==> src/sv/bde_pkg.sv <==
// Shared types, constants and helpers of the byte dictionary encoder.
`default_nettype none
package bde_pkg;

   localparam int unsigned MAX_CHUNK_BYTES_DEF = 4096;
   // Stream total for the largest chunk (65536 bytes, 9-bit codes) fits here.
   localparam int unsigned TOT_W = 18;
   localparam int unsigned MAX_DISTINCT = 254;

   localparam logic KIND_LOAD = 1'b0;
   localparam logic KIND_PULL = 1'b1;

   typedef struct packed {
      logic       kind;
      logic [7:0] data_byte;
      logic       last_byte;
   } req_type;

   typedef struct packed {
      logic [7:0] out_byte;
      logic       out_last;
      logic       stored_raw;
   } rsp_type;

   typedef struct packed {
      logic             done;
      logic [3:0]       width;
      logic [TOT_W-1:0] total;
      logic             declined;
   } size_type;

   // 1 bit for n <= 2, else ceil(log2(n-1)) + 1.
   function automatic logic [3:0] code_width(input logic [7:0] n);
      logic [7:0] m;
      logic [3:0] k;
      m = n - 8'd1;
      k = 4'd0;
      for (int i = 0; i < 9; i++) begin
         if ((9'd1 << i) < {1'b0, m}) k = k + 4'd1;
      end
      if (n <= 8'd2) return 4'd1;
      return k + 4'd1;
   endfunction

endpackage
`default_nettype wire

==> src/sv/bde_size.sv <==
// Chunk close: code width, projected stream size and decline decision.
`default_nettype none
module bde_size #(
   parameter int unsigned MAX_CHUNK_BYTES = bde_pkg::MAX_CHUNK_BYTES_DEF,
   localparam int unsigned LEN_W = $clog2(MAX_CHUNK_BYTES + 1)
) (
   input  wire logic             clock,
   input  wire logic             reset,
   input  wire logic             start,
   input  wire logic [7:0]       distinct_n,
   input  wire logic [LEN_W-1:0] chunk_len,
   input  wire logic             too_many,
   output bde_pkg::size_type     size_out
);

   localparam int unsigned PW = LEN_W + 4;
   localparam int unsigned TW = bde_pkg::TOT_W;

   logic [2:0]    stg_ff;
   logic [3:0]    w_ff;
   logic [PW-1:0] prod_ff;
   logic [TW-1:0] tot_ff;
   logic          declined_in;
   logic [PW:0]   sum_in;
   bde_pkg::size_type res_ff;

   always_comb begin
      sum_in = (PW+1)'(1) + (PW+1)'(distinct_n) + (PW+1)'((prod_ff + PW'(7)) >> 3);
      declined_in = (chunk_len == '0) || too_many || (distinct_n == 8'd0) ||
                    ({tot_ff, 1'b0} >= (TW+1)'(chunk_len));
   end

   always_ff @(posedge clock) begin
      if (reset) begin
         stg_ff      <= '0;
         res_ff.done <= 1'b0;
      end else begin
         stg_ff      <= {stg_ff[1:0], start};
         res_ff.done <= stg_ff[2];
      end
      if (start) w_ff <= bde_pkg::code_width(distinct_n);
      if (stg_ff[0]) prod_ff <= PW'(chunk_len) * PW'(w_ff);
      if (stg_ff[1]) tot_ff <= TW'(sum_in);
      if (stg_ff[2]) begin
         res_ff.width    <= w_ff;
         res_ff.total    <= tot_ff;
         res_ff.declined <= declined_in;
      end
   end

   assign size_out = res_ff;

endmodule
`default_nettype wire

==> config.mk <==
export PLATFORM = sky130hd
export DESIGN_NAME = bde_size
export DESIGN_NICKNAME = d
export VERILOG_FILES = /design/src/sv/bde_pkg.sv /design/src/sv/bde_size.sv
export SDC_FILE = /design/constraint.sdc
export NUM_CORES = 1
export LEC_CHECK = 0
export BUFFER_PORTS_ARGS = -buffer_cell sky130_fd_sc_hd__buf_4
export CAP_MARGIN = 20
export CORE_MARGIN = 1
export CORE_UTILIZATION = 42
export DETAILED_ROUTE_END_ITERATION = 8
export PLACE_DENSITY = 0.67
export SYNTH_ARGS = -nofsm -noshare
export SYNTH_HDL_FRONTEND = slang
export SYNTH_SLANG_ARGS = --single-unit
==> constraint.sdc <==
create_clock -name clock -period 14.9 [get_ports clock]
set_input_delay 2.98 -clock clock [delete_from_list [all_inputs] [get_ports clock]]
set_output_delay 2.98 -clock clock [all_outputs]
set_load 0.02 [all_outputs]
==> results.cfg <==
[run_status]
run_status = finished, final reports clean

[floorplanning]
start_util = 0.432
row_count = 40
io_pins = 49
die_h_um = 113
die-area_mm2 = 0.0128
coreArea_mm2 = 0.0121
die_x_um = 113

[clock_tree]
cts_tree = done
insertion_delay_ns = 0.33
postCtsResizedCells = 0
path_clk_slew_ns = 0.05
holdBufCountCts = 0
cts_made_buffers = 9
htree_num_levels = 3
root_buffer = clkbuf_16
clk_path_buf_depth = 2
cts.sinks = 62
post_cts.repair.setup_buffers = 0

[min_path]
hp-class = flop to flop
hold_depth = 0

[sta]
fin_crit_sh = 0.562
relSlewSlack = 0.322
hold_viol = 0
tightest_slew_ns = 1.02
clock_skew_ns = 0.00515
post-route-min-period_ns = 8.37
drv_slew = 0
setup_tns_ns = 0
setup_viol = 0
fmax_mhz = 119
setup_slack_ns = 6.53
rsz0062_at_grt = false

[layout]
fin_area_mm2 = 0.00597
antenna_cells = 0
drive_above_1_share = 0.138
nets = 654
syn2layout_area_growth_pct = 14.6
num-fill-cells = 1092

[synth]
yosysTopAreaCellShare = 0.335
yosysTopAreaCell = edfxtp_1
synthFlopType = edfxtp_1
synth_seq_area_share = 0.350
synth_cell_types = 65
avgSynthCellArea_um2 = 10.3
synth_edf_count = 58
synthCells = 507
yosys-top-cells-area = edfxtp_1 (33%), ha_1 (12%), fa_1 (8.8%)
ys_top_cells_by_count = edfxtp_1 (58), inv_1 (58), nand2_1 (57), ha_1 (52), xnor2_1 (32)
async_reset_ff_frac = 0
syn_area_mm2 = 0.00521
ys_ff_latch = 62
yosysWarningCount = 0

[setup_path]
crit_path_start_kind = primary input
r2r_cells = 16
required_ns = 14.98
crit_type = primary input to flop
cp_max_fo = 12
end_kind = flop
cp.arrival_ns = 8.45

[pwr]
combPwrFrac = 0.448
p_sw_frac = 0.358
internal_power_uw = 534
power_frac_clock = 0.221
power.leakage_uw = 0.00258
power_frac_seq = 0.331
power.density_mw_per_mm2 = 139
p_switching_uw = 297
peakVddDrop_v = 0.0000676

[job]
cap_violations = 0

[placed_design]
port_buffers = 46
pre_cts_slack_ns = 6.24
gp_congestion = 0.832
placedInstanceArea_mm2 = 0.00570
hpwl_um = 8450

[global_route]
grt_max_degree = 23
antenna_found_initial = 0
track_usage = 0.182
grt_pass1_vias = 3816
grt-ovfl-total = 0
grt_pass1_wl_um = 18100

[routing]
drt_first_iter_violations = 366
totalWireLength_um = 10600
ant_nets = 0
wl_per_cell_um = 14.6
viasPerCell = 5.13
via_count = 3729
drc_errors = 0
dr.pass1.iters = 4
[cells in the final DEF (no fill, tap or decap), types with 4 or more instances in the layout]
cell type / instances
and3_1: 5
o21bai_1: 8
xor2_1: 17
dfxtp_1: 4
a21oi_1: 21
clkbuf_16: 9
nand3_1: 5
a21boi_0: 4
buf_4: 46
nand2b_1: 7
fa_1: 23
nand2_1: 57
o21a_1: 11
nor3_1: 8
o21ai_0: 10
edfxtp_1: 58
ha_1: 52
and2_1: 18
inv_1: 58
nor2_1: 22
xnor2_1: 32
a21o_1: 6
nor2b_1: 10
[routing by layer]
layer,up-vias,GRT usage,wire (um)
met5,-,0,0
met4,0,0.0789,196
met3,14,0.0236,344
met2,84,0.303,5040
met1,1782,0.237,5000
li1,1849,-,-
[power by group through the flow]
stage | Combinational, uW | Sequential, uW | Clock [uW]
3_5_place_dp | 372 | 279 | 0
2_1_floorplan | 305 | 265 | 0
4_1_cts | 375 | 276 | 186
3_3_place_gp | 360 | 277 | 0
6_report | 372 | 275 | 184
5_1_grt | 427 | 280 | 194
[kinds of logic after synthesis]
logic type | Yosys count | share of synthesized area
AO/OA/AOI/OAI | 83 | 0.113
AND/OR/NAND/NOR | 160 | 0.165
XOR/XNOR | 51 | 0.0923
buffers and inverters | 70 | 0.0546
adder cells (fa/ha/maj) | 76 | 0.215
multiplexers | 4 | 0.00889
other | 1 | 0.000720
flip-flops | 62 | 0.350
[cell type report]
| cell class | count | area (um2) | area share |
|---|---|---|---|
| repair buffers | 46 | 345 | 0.0579 |
| well taps | 168 | 210 | 0.0352 |
| multi-input cells | 377 | 3110 | 0.521 |
| clock buffers | 9 | 225 | 0.0377 |
| flip-flops and latches | 62 | 1820 | 0.305 |
| inverters | 58 | 218 | 0.0365 |
| clock inverters | 7 | 40.0 | 0.00671 |
[worst max-delay path, cell delays in order]
cell      delay [ns]
buf_4           0.15
inv_1           0.16
ha_1            0.42
nor3_1          0.15
and4b_2         0.29
o32a_4          0.43
and3_1          0.21
ha_1            0.42
xor2_1          0.21
ha_1            0.27
o21ai_0         0.12
nand2_1         0.13
xor2_1          0.17
mux2i_1         0.19
ha_1            0.27
xor2_1          0.16
mux2_2          0.29
xnor2_1         0.13
mux2_4          0.29
ha_1            0.29
nand2b_1        0.18
o21a_1          0.13
ha_1            0.18
xnor2_1         0.16
nor2_1          0.06
[through the flow]
step / total power (uW) / hold slack (ns) / util / instances
finish: 831 / 0.454 / 0.495 / 727
global route: 901 / 0.466 / 0.495 / 727
CTS: 837 / 0.455 / 0.495 / 727
detailed placement: 651 / 0.442 / 0.473 / 711
global placement: 637 / 0.435 / 0.473 / 711
floorplan: 571 / 0.427 / - / 509
[path summary, 6_finish.rpt]
path | slack [ns] | start | end
worst max-delay path | 6.53 | distinct_n[1] | w_ff[2]
worst min-delay path | 0.45 | tot_ff[13] | size_out[14]
worst max register to register | 9.93 | w_ff[3] | prod_ff[16]
worst min register to register | 0.45 | tot_ff[13] | size_out[14]
[registers in the layout (all words and copies together) (netlist names)]
| name | flops |
|---|---|
| size_out | 22 |
| prod_ff | 17 |
| tot_ff | 16 |
| w_ff | 4 |
| stg_ff | 3 |
No activity file was read; power rests on OpenSTA's default activity.
